### src/hdl/sha1_pkg.sv
`timescale 1ns / 1ps

package sha1_pkg;

    localparam int BLOCK_WORDS  = 16;
    localparam int WORD_AW      = $clog2(BLOCK_WORDS);
    localparam int ROUNDS       = 80;
    localparam int ROUND_W      = $clog2(ROUNDS);
    localparam int DIGEST_WORDS = 5;
    localparam int FILL_W       = 6;
    localparam int LEN_W        = 64;

    localparam logic [FILL_W-1:0] LEN_LIMIT = 6'd56;
    localparam logic [FILL_W-1:0] FILL_LAST = 6'd63;
    localparam logic [7:0]        PAD_BYTE  = 8'h80;
    localparam logic [2:0]        IDX_LAST  = 3'd4;

    localparam logic [31:0] SHA_IV [DIGEST_WORDS] = '{
        32'h67452301, 32'hefcdab89, 32'h98badcfe, 32'h10325476, 32'hc3d2e1f0
    };

    localparam logic [31:0] K_00 = 32'h5a827999;
    localparam logic [31:0] K_20 = 32'h6ed9eba1;
    localparam logic [31:0] K_40 = 32'h8f1bbcdc;
    localparam logic [31:0] K_60 = 32'hca62c1d6;

    typedef struct packed {
        logic [7:0] data_byte;
        logic       byte_valid;
        logic       end_of_message;
    } in_item_t;

    typedef struct packed {
        logic [31:0] digest_word;
        logic [2:0]  word_index;
        logic        last_word;
    } out_item_t;

    typedef struct packed {
        logic start;
        logic reinit;
    } core_ctrl_t;

    typedef struct packed {
        logic                           done;
        logic [ROUND_W-1:0]             round;
        logic [DIGEST_WORDS-1:0][31:0]  chain;
    } core_status_t;

    typedef enum logic [1:0] {
        CORE_IDLE,
        CORE_ROUND,
        CORE_UPDATE
    } core_state_t;

    typedef enum logic [1:0] {
        ST_IDLE,
        ST_FETCH,
        ST_BUSY,
        ST_EMIT
    } top_state_t;

    typedef enum logic [1:0] {
        BLK_DATA,
        BLK_PAD,
        BLK_LEN
    } blk_kind_t;

endpackage

### src/hdl/sha1_stream_hasher.sv
`timescale 1ns / 1ps

// channel   ports                          moves
// -------   ----------------------------   ----------------------------------------
// input     s_valid, s_ready, s_data       one message byte and/or end-of-message flag
// output    m_valid, m_ready, m_data       digest words h0..h4, five transfers per message
//
// an ordinary byte leaves s_ready high; the 64th byte of a block starts a compression
// (a fetch state, 80 rounds on the shared round unit, one chain update)
// end of message adds one or two such padded blocks, then five output transfers
// s_ready is low during each compression and, after end of message, until the last
// digest word is taken
// aresetn (synchronous) loads the initial vector and clears the fill and length counts

module sha1_stream_hasher (
    input  logic                aclk,
    input  logic                aresetn,
    input  logic                s_valid,
    output logic                s_ready,
    input  sha1_pkg::in_item_t  s_data,
    output logic                m_valid,
    input  logic                m_ready,
    output sha1_pkg::out_item_t m_data
);

    sha1_pkg::top_state_t state_reg, state_next;
    sha1_pkg::blk_kind_t  kind_reg, kind_next;

    logic [sha1_pkg::FILL_W-1:0] fill_reg;
    logic [sha1_pkg::LEN_W-1:0]  len_reg;
    logic [31:0]                 acc_reg;
    logic                        eom_reg;
    logic [2:0]                  idx_reg;

    sha1_pkg::core_ctrl_t   core_ctrl;
    sha1_pkg::core_status_t core_status;

    logic                         in_xfer, out_xfer, byte_in, blk_full, len_fits;
    logic                         ram_we;
    logic [sha1_pkg::WORD_AW-1:0] ram_waddr, ram_raddr, word_j, fill_word;
    logic [31:0]                  ram_wdata, ram_rdata, w_sel, partial_word;
    logic [1:0]                   lane;

    assign in_xfer  = s_valid && s_ready;
    assign out_xfer = m_valid && m_ready;
    assign byte_in  = in_xfer && s_data.byte_valid;
    assign blk_full = s_data.byte_valid && (fill_reg == sha1_pkg::FILL_LAST);
    assign len_fits = (fill_reg < sha1_pkg::LEN_LIMIT);
    assign lane     = fill_reg[1:0];

    // a byte completing a word goes to the block buffer merged with the held lanes
    assign ram_we    = byte_in && (lane == 2'd3);
    assign ram_waddr = fill_reg[sha1_pkg::FILL_W-1:2];
    assign ram_wdata = {acc_reg[31:8], s_data.data_byte};

    sha1_ram #(
        .WIDTH(32),
        .DEPTH(sha1_pkg::BLOCK_WORDS)
    ) u_block_ram (
        .aclk  (aclk),
        .we    (ram_we),
        .waddr (ram_waddr),
        .wdata (ram_wdata),
        .raddr (ram_raddr),
        .rdata (ram_rdata)
    );

    sha1_core u_core (
        .aclk    (aclk),
        .aresetn (aresetn),
        .ctrl    (core_ctrl),
        .w_in    (w_sel),
        .status  (core_status)
    );

    // buffered lanes of the open word, then the 0x80 marker, then zeros
    always_comb begin
        for (int i = 0; i < 4; i++) begin
            if (2'(i) < lane) begin
                partial_word[31-8*i -: 8] = acc_reg[31-8*i -: 8];
            end else if (2'(i) == lane) begin
                partial_word[31-8*i -: 8] = sha1_pkg::PAD_BYTE;
            end else begin
                partial_word[31-8*i -: 8] = 8'h00;
            end
        end
    end

    assign word_j    = core_status.round[sha1_pkg::WORD_AW-1:0];
    assign fill_word = fill_reg[sha1_pkg::FILL_W-1:2];

    always_comb begin
        w_sel = 32'h0;
        unique case (kind_reg)
            sha1_pkg::BLK_DATA: w_sel = ram_rdata;
            sha1_pkg::BLK_PAD: begin
                if (word_j < fill_word) begin
                    w_sel = ram_rdata;
                end else if (word_j == fill_word) begin
                    w_sel = partial_word;
                end else if (len_fits && word_j == 4'd14) begin
                    w_sel = len_reg[63:32];
                end else if (len_fits && word_j == 4'd15) begin
                    w_sel = len_reg[31:0];
                end
            end
            sha1_pkg::BLK_LEN: begin
                if (word_j == 4'd14) begin
                    w_sel = len_reg[63:32];
                end else if (word_j == 4'd15) begin
                    w_sel = len_reg[31:0];
                end
            end
            default: w_sel = 32'h0;
        endcase
    end

    always_comb begin
        state_next = state_reg;
        kind_next  = kind_reg;
        unique case (state_reg)
            sha1_pkg::ST_IDLE: begin
                if (s_valid) begin
                    if (blk_full) begin
                        state_next = sha1_pkg::ST_FETCH;
                        kind_next  = sha1_pkg::BLK_DATA;
                    end else if (s_data.end_of_message) begin
                        state_next = sha1_pkg::ST_FETCH;
                        kind_next  = sha1_pkg::BLK_PAD;
                    end
                end
            end
            sha1_pkg::ST_FETCH: state_next = sha1_pkg::ST_BUSY;
            sha1_pkg::ST_BUSY: begin
                if (core_status.done) begin
                    unique case (kind_reg)
                        sha1_pkg::BLK_DATA: begin
                            if (eom_reg) begin
                                state_next = sha1_pkg::ST_FETCH;
                                kind_next  = sha1_pkg::BLK_PAD;
                            end else begin
                                state_next = sha1_pkg::ST_IDLE;
                            end
                        end
                        sha1_pkg::BLK_PAD: begin
                            if (len_fits) begin
                                state_next = sha1_pkg::ST_EMIT;
                            end else begin
                                state_next = sha1_pkg::ST_FETCH;
                                kind_next  = sha1_pkg::BLK_LEN;
                            end
                        end
                        sha1_pkg::BLK_LEN: state_next = sha1_pkg::ST_EMIT;
                        default: state_next = sha1_pkg::ST_IDLE;
                    endcase
                end
            end
            sha1_pkg::ST_EMIT: begin
                if (m_ready && idx_reg == sha1_pkg::IDX_LAST) begin
                    state_next = sha1_pkg::ST_IDLE;
                end
            end
            default: state_next = sha1_pkg::ST_IDLE;
        endcase
    end

    always_comb begin
        s_ready          = (state_reg == sha1_pkg::ST_IDLE);
        m_valid          = (state_reg == sha1_pkg::ST_EMIT);
        core_ctrl.start  = (state_reg == sha1_pkg::ST_FETCH);
        core_ctrl.reinit = (state_reg == sha1_pkg::ST_EMIT) && m_ready
                           && (idx_reg == sha1_pkg::IDX_LAST);
        // registered read: word t+1 is requested while round t runs
        if (state_reg == sha1_pkg::ST_FETCH) begin
            ram_raddr = '0;
        end else begin
            ram_raddr = word_j + 4'd1;
        end
        m_data.digest_word = core_status.chain[idx_reg];
        m_data.word_index  = idx_reg;
        m_data.last_word   = (idx_reg == sha1_pkg::IDX_LAST);
    end

    always_ff @(posedge aclk) begin
        if (!aresetn) begin
            state_reg <= sha1_pkg::ST_IDLE;
            kind_reg  <= sha1_pkg::BLK_DATA;
            fill_reg  <= '0;
            len_reg   <= '0;
            eom_reg   <= 1'b0;
            idx_reg   <= '0;
        end else begin
            state_reg <= state_next;
            kind_reg  <= kind_next;
            if (in_xfer) begin
                eom_reg <= s_data.end_of_message;
            end
            if (byte_in) begin
                fill_reg <= fill_reg + 6'd1;
                len_reg  <= len_reg + 64'd8;
            end
            if (out_xfer) begin
                if (idx_reg == sha1_pkg::IDX_LAST) begin
                    idx_reg  <= '0;
                    fill_reg <= '0;
                    len_reg  <= '0;
                end else begin
                    idx_reg <= idx_reg + 3'd1;
                end
            end
        end
    end

    always_ff @(posedge aclk) begin
        if (byte_in) begin
            acc_reg[31-8*lane -: 8] <= s_data.data_byte;
        end
    end

    // no input is taken while digest words are offered
    assert property (@(posedge aclk) disable iff (!aresetn) !(s_ready && m_valid))
        else $error("input accepted during digest output");

    // the final digest transfer returns the block to taking input
    assert property (@(posedge aclk) disable iff (!aresetn)
        (m_valid && m_ready && m_data.last_word) |=> s_ready)
        else $error("not ready after final digest word");

    // closing a message always starts a compression (a padded block, or first the data block on a 64th byte)
    assert property (@(posedge aclk) disable iff (!aresetn)
        (s_valid && s_ready && s_data.end_of_message) |=> !s_ready)
        else $error("end of message did not start finishing");

    // the round unit finishes only while the sequencer waits for it
    assert property (@(posedge aclk) disable iff (!aresetn)
        core_status.done |-> (state_reg == sha1_pkg::ST_BUSY))
        else $error("compression finished outside busy state");

endmodule

### src/hdl/sha1_ram.sv
`timescale 1ns / 1ps

module sha1_ram #(
    parameter int WIDTH = 32,
    parameter int DEPTH = 16
) (
    input  logic                     aclk,
    input  logic                     we,
    input  logic [$clog2(DEPTH)-1:0] waddr,
    input  logic [WIDTH-1:0]         wdata,
    input  logic [$clog2(DEPTH)-1:0] raddr,
    output logic [WIDTH-1:0]         rdata
);

    logic [WIDTH-1:0] mem [DEPTH];
    logic [WIDTH-1:0] rdata_reg;

    always_ff @(posedge aclk) begin
        if (we) begin
            mem[waddr] <= wdata;
        end
        rdata_reg <= mem[raddr];
    end

    assign rdata = rdata_reg;

endmodule

### src/hdl/sha1_core.sv
`timescale 1ns / 1ps

module sha1_core (
    input  logic                  aclk,
    input  logic                  aresetn,
    input  sha1_pkg::core_ctrl_t  ctrl,
    input  logic [31:0]           w_in,
    output sha1_pkg::core_status_t status
);

    sha1_pkg::core_state_t state_reg, state_next;

    logic [sha1_pkg::ROUND_W-1:0] round_reg;
    logic [31:0] chain_reg [sha1_pkg::DIGEST_WORDS];
    logic [31:0] a_reg, b_reg, c_reg, d_reg, e_reg;
    // message schedule shift line, win_reg[i] holds w[t-16+i]
    logic [31:0] win_reg [sha1_pkg::BLOCK_WORDS];

    logic [31:0] w_exp, w_cur, f_val, k_val, tmp;

    assign w_exp = win_reg[13] ^ win_reg[8] ^ win_reg[2] ^ win_reg[0];
    assign w_cur = (round_reg < 7'(sha1_pkg::BLOCK_WORDS)) ? w_in : {w_exp[30:0], w_exp[31]};

    always_comb begin
        priority if (round_reg < 7'd20) begin
            f_val = (b_reg & c_reg) | (~b_reg & d_reg);
            k_val = sha1_pkg::K_00;
        end else if (round_reg < 7'd40) begin
            f_val = b_reg ^ c_reg ^ d_reg;
            k_val = sha1_pkg::K_20;
        end else if (round_reg < 7'd60) begin
            f_val = (b_reg & c_reg) | (b_reg & d_reg) | (c_reg & d_reg);
            k_val = sha1_pkg::K_40;
        end else begin
            f_val = b_reg ^ c_reg ^ d_reg;
            k_val = sha1_pkg::K_60;
        end
    end

    assign tmp = {a_reg[26:0], a_reg[31:27]} + f_val + e_reg + w_cur + k_val;

    always_comb begin
        state_next = state_reg;
        unique case (state_reg)
            sha1_pkg::CORE_IDLE: begin
                if (ctrl.start) begin
                    state_next = sha1_pkg::CORE_ROUND;
                end
            end
            sha1_pkg::CORE_ROUND: begin
                if (round_reg == 7'(sha1_pkg::ROUNDS - 1)) begin
                    state_next = sha1_pkg::CORE_UPDATE;
                end
            end
            sha1_pkg::CORE_UPDATE: state_next = sha1_pkg::CORE_IDLE;
            default: state_next = sha1_pkg::CORE_IDLE;
        endcase
    end

    always_comb begin
        status.done  = (state_reg == sha1_pkg::CORE_UPDATE);
        status.round = round_reg;
        for (int i = 0; i < sha1_pkg::DIGEST_WORDS; i++) begin
            status.chain[i] = chain_reg[i];
        end
    end

    always_ff @(posedge aclk) begin
        if (!aresetn) begin
            state_reg <= sha1_pkg::CORE_IDLE;
            round_reg <= '0;
            for (int i = 0; i < sha1_pkg::DIGEST_WORDS; i++) begin
                chain_reg[i] <= sha1_pkg::SHA_IV[i];
            end
        end else begin
            state_reg <= state_next;
            if (ctrl.reinit) begin
                for (int i = 0; i < sha1_pkg::DIGEST_WORDS; i++) begin
                    chain_reg[i] <= sha1_pkg::SHA_IV[i];
                end
            end
            if (state_reg == sha1_pkg::CORE_IDLE && ctrl.start) begin
                round_reg <= '0;
            end else if (state_reg == sha1_pkg::CORE_ROUND) begin
                round_reg <= round_reg + 7'd1;
            end
            if (state_reg == sha1_pkg::CORE_UPDATE) begin
                chain_reg[0] <= chain_reg[0] + a_reg;
                chain_reg[1] <= chain_reg[1] + b_reg;
                chain_reg[2] <= chain_reg[2] + c_reg;
                chain_reg[3] <= chain_reg[3] + d_reg;
                chain_reg[4] <= chain_reg[4] + e_reg;
            end
        end
    end

    always_ff @(posedge aclk) begin
        if (state_reg == sha1_pkg::CORE_IDLE && ctrl.start) begin
            a_reg <= chain_reg[0];
            b_reg <= chain_reg[1];
            c_reg <= chain_reg[2];
            d_reg <= chain_reg[3];
            e_reg <= chain_reg[4];
        end else if (state_reg == sha1_pkg::CORE_ROUND) begin
            e_reg <= d_reg;
            d_reg <= c_reg;
            c_reg <= {b_reg[1:0], b_reg[31:2]};
            b_reg <= a_reg;
            a_reg <= tmp;
            for (int i = 0; i < sha1_pkg::BLOCK_WORDS - 1; i++) begin
                win_reg[i] <= win_reg[i+1];
            end
            win_reg[sha1_pkg::BLOCK_WORDS-1] <= w_cur;
        end
    end

endmodule

### config.mk
export PLATFORM = sky130hd
export DESIGN_NAME = sha1_stream_hasher
export DESIGN_NICKNAME = d
export VERILOG_FILES = /design/src/hdl/sha1_pkg.sv /design/src/hdl/sha1_stream_hasher.sv /design/src/hdl/sha1_ram.sv /design/src/hdl/sha1_core.sv
export SDC_FILE = /design/constraint.sdc
export NUM_CORES = 2
export LEC_CHECK = 0
export ABC_AREA = 0
export BUFFER_PORTS_ARGS = -buffer_cell sky130_fd_sc_hd__buf_2
export CAP_MARGIN = 20
export CORE_ASPECT_RATIO = 1.75
export CORE_MARGIN = 2
export CORE_UTILIZATION = 55
export CTS_CLUSTER_DIAMETER = 100
export DETAILED_ROUTE_END_ITERATION = 10
export PLACE_DENSITY_LB_ADDON = 0.08
export SLEW_MARGIN = 0
export SYNTH_ARGS = -nofsm -noshare
export SYNTH_HDL_FRONTEND = slang
export SYNTH_SLANG_ARGS = --single-unit
export TNS_END_PERCENT = 10
### constraint.sdc
create_clock -name aclk -period 18.91 [get_ports aclk]
set_input_delay 3.782 -clock aclk [delete_from_list [all_inputs] [get_ports aclk]]
set_output_delay 3.782 -clock aclk [all_outputs]
set_load 0.05 [all_outputs]
==> impl_metrics.ini <==
[place]
place_congestion = 0.9187
dp_hpwl_microns = 118000
pre_cts_slack_ns = 11.20
placed_cells = 6892
port_buffers = 51

[grt]
gr-usage-all-layers = 0.2821
grt_max_degree = 212
grt_pass1_vias = 42790
antenna_found_initial = 3
grt-ovfl-total = 0
grt_pass1_wl_microns = 267000

[sta]
setup_tns_ns = 0
grt_setup_unrepaired = no
skew_ns = 0.03343
slew_violations = 0
worst_slew_pin_slew_ns = 1.192
post-route-period-util = 0.4043
post-route-min-period_ns = 7.645
setup_viol = 0
slew_headroom = 0.2050
hold_viol_final = 0
fmax_mhz = 130.8
fin_ws_ns = 11.26

[clocking]
clk_latency_ns = 0.77
cts_resized = 0
post_cts.repair.setup_buffers = 0
cts_buffer_depth = 3
cts_hold_buf = 0
htreeDepth = 4
clockRootBuffer = clkbuf_16
clock_sink_count = 1484
numCtsBuffers = 136
cts_tree = yes
path_clk_slew_ns = 0.07

[setup_path]
criticalPathCategory = reg2reg
cp_slowest_cell = nor2b_1
crit_path_start_kind = register
max_stage_delay_ns = 0.72
cp_top_family = compound AO/OA/AOI/OAI gates
critPathBufInv = 5
worstSetupEndpointType = register
worst_ep_arrival_time_ns = 8.23
cp_max_fo = 34
critPathRequiredTime_ns = 19.49
cp_common_cell = fa_1

[die]
dieArea_sq_um = 127100
initial_core_util = 0.5521
core_area_sq_um = 123700
die_y_microns = 470.1
die_w_microns = 270.3
io_pins = 52
num_rows = 171

[logic_synthesis]
synth_area_leaders = edfxtp_1, ha_1, nand2_1
synth_nets = 5738
synth_edf_count = 1368
seq_area_frac_synth = 0.6357
synth-async-reset-ratio = 0
syn_area_sq_um = 68270
netlist_top_cells_count = edfxtp_1, nand2_1, nor2_1
synth.distinct_cells = 87
syn-mean-instance-area_sq_um = 12.74
syn_inst = 5359
synth.most_common_cell = edfxtp_1
synth_top_cell_area_share = 0.6017
ys_ff_latch = 1484
yosys_warnings = 0
synth_top_cell_by_area = edfxtp_1
synth_flop_cell = edfxtp_1

[detailed_routing]
ant_nets = 0
avgViaCountPerCell = 6.007
wl_met3_microns = 8533
wl_per_cell_microns = 25.26
dr_wl_met2_microns = 93990
drc_errors = 0
vias = 42890
highest_layer = met5
drtIter0Drc = 3387
dr.pass1.iters = 8
drt-met1-wl_microns = 68670
totalWireLength_microns = 180300

[finish]
area_growth_pct = 9.654
fin_util = 0.6054
num-nets-final = 5767
drive_above_1_share = 0.06824
final_cells = 7140

[power_and_ir_drop]
power.density_nw_per_um2 = 195.3
power.leakage_nw = 26.93
irDropWorstVdd_mv = 0.2061

[min_path]
hold_class = reg2reg

[run_status]
status = completed

[run]
drv_cap = 0
[worst register-to-register path, delay by kind of cell, from the launching register on]
kind                     cells  cell delay (ns)
AO/OA/AOI/OAI                9             2.52
adder cells (fa/ha/maj)      5             2.04
AND/OR/NAND/NOR              5             1.50
buffers and inverters        5             0.85
flip-flops                   1             0.43
multiplexers                 1             0.11
[worst paths after layout]
| kind | from | endpoint | slack [ns] | depth (start not counted) |
|---|---|---|---|---|
| worst max-delay path | u_core.round_reg[3] | u_core.a_reg[31] | 11.26 | 25 |
| worst min-delay path | u_core.win_reg[0][41] | u_core.win_reg[0][9] | 0.41 | 0 |
| worst max register to register | u_core.round_reg[3] | u_core.a_reg[31] | 11.26 | 25 |
| worst min register to register | u_core.win_reg[0][41] | u_core.win_reg[0][9] | 0.41 | 0 |
[stage by stage]
stage	hold WS (ns)	power (mW)	cell area (sq um)
after CTS	0.4144	14.68	74840
after detailed placement	0.4045	11.90	70480
after floorplan	0.4003	9.917	68270
after global routing	0.4190	15.56	74860
final	0.4137	14.62	74860
after global placement	0.4001	11.83	70480
[per-layer routing]
| layer | track usage | vias up |
|---|---|---|
| li1 | - | 19760 |
| met1 | 0.3402 | 21470 |
| met2 | 0.5013 | 1277 |
| met3 | 0.03466 | 381 |
| met4 | 0.1340 | 2 |
| met5 | 0 | - |
[layout by cell type (no fill, tap or decap), drive strengths merged, types with 116 or more instances in the layout]
| master | instances |
|---|---|
| edfxtp | 1368 |
| nand2 | 795 |
| nor2 | 330 |
| a21oi | 272 |
| inv | 264 |
| ha | 241 |
| xnor2 | 197 |
| o22ai | 179 |
| clkbuf | 174 |
| o21ai | 163 |
| fa | 124 |
| xor2 | 119 |
| dfxtp | 116 |
[cells by family after synthesis]
family / Yosys count / share of synthesized area
AO/OA/AOI/OAI: 1152 / 0.1121
buffers and inverters: 478 / 0.02637
flip-flops: 1484 / 0.6357
XOR/XNOR: 316 / 0.04054
AND/OR/NAND/NOR: 1492 / 0.09420
adder cells (fa/ha/maj): 365 / 0.08053
multiplexers: 72 / 0.01057
[cell type report]
| type | count | area, sq um |
|---|---|---|
| Antenna cell | 2 | 5.005 |
| Clock buffer | 174 | 3630 |
| Clock inverter | 71 | 724.4 |
| Fill cell | 10010 | 48800 |
| Inverter | 257 | 964.7 |
| Multi-Input combinational cell | 3397 | 23310 |
| Sequential cell | 1484 | 43410 |
| Tap cell | 1643 | 2056 |
| Timing Repair Buffer | 112 | 763.2 |
[power breakdown]
group / total, mW / internal [mW] / switching (mW)
registers: 4.80 / 4.40 / 0.400
logic: 7.07 / 2.71 / 4.37
clock network: 2.75 / 1.53 / 1.22
Note: power is estimated with default switching activity, not from simulation.
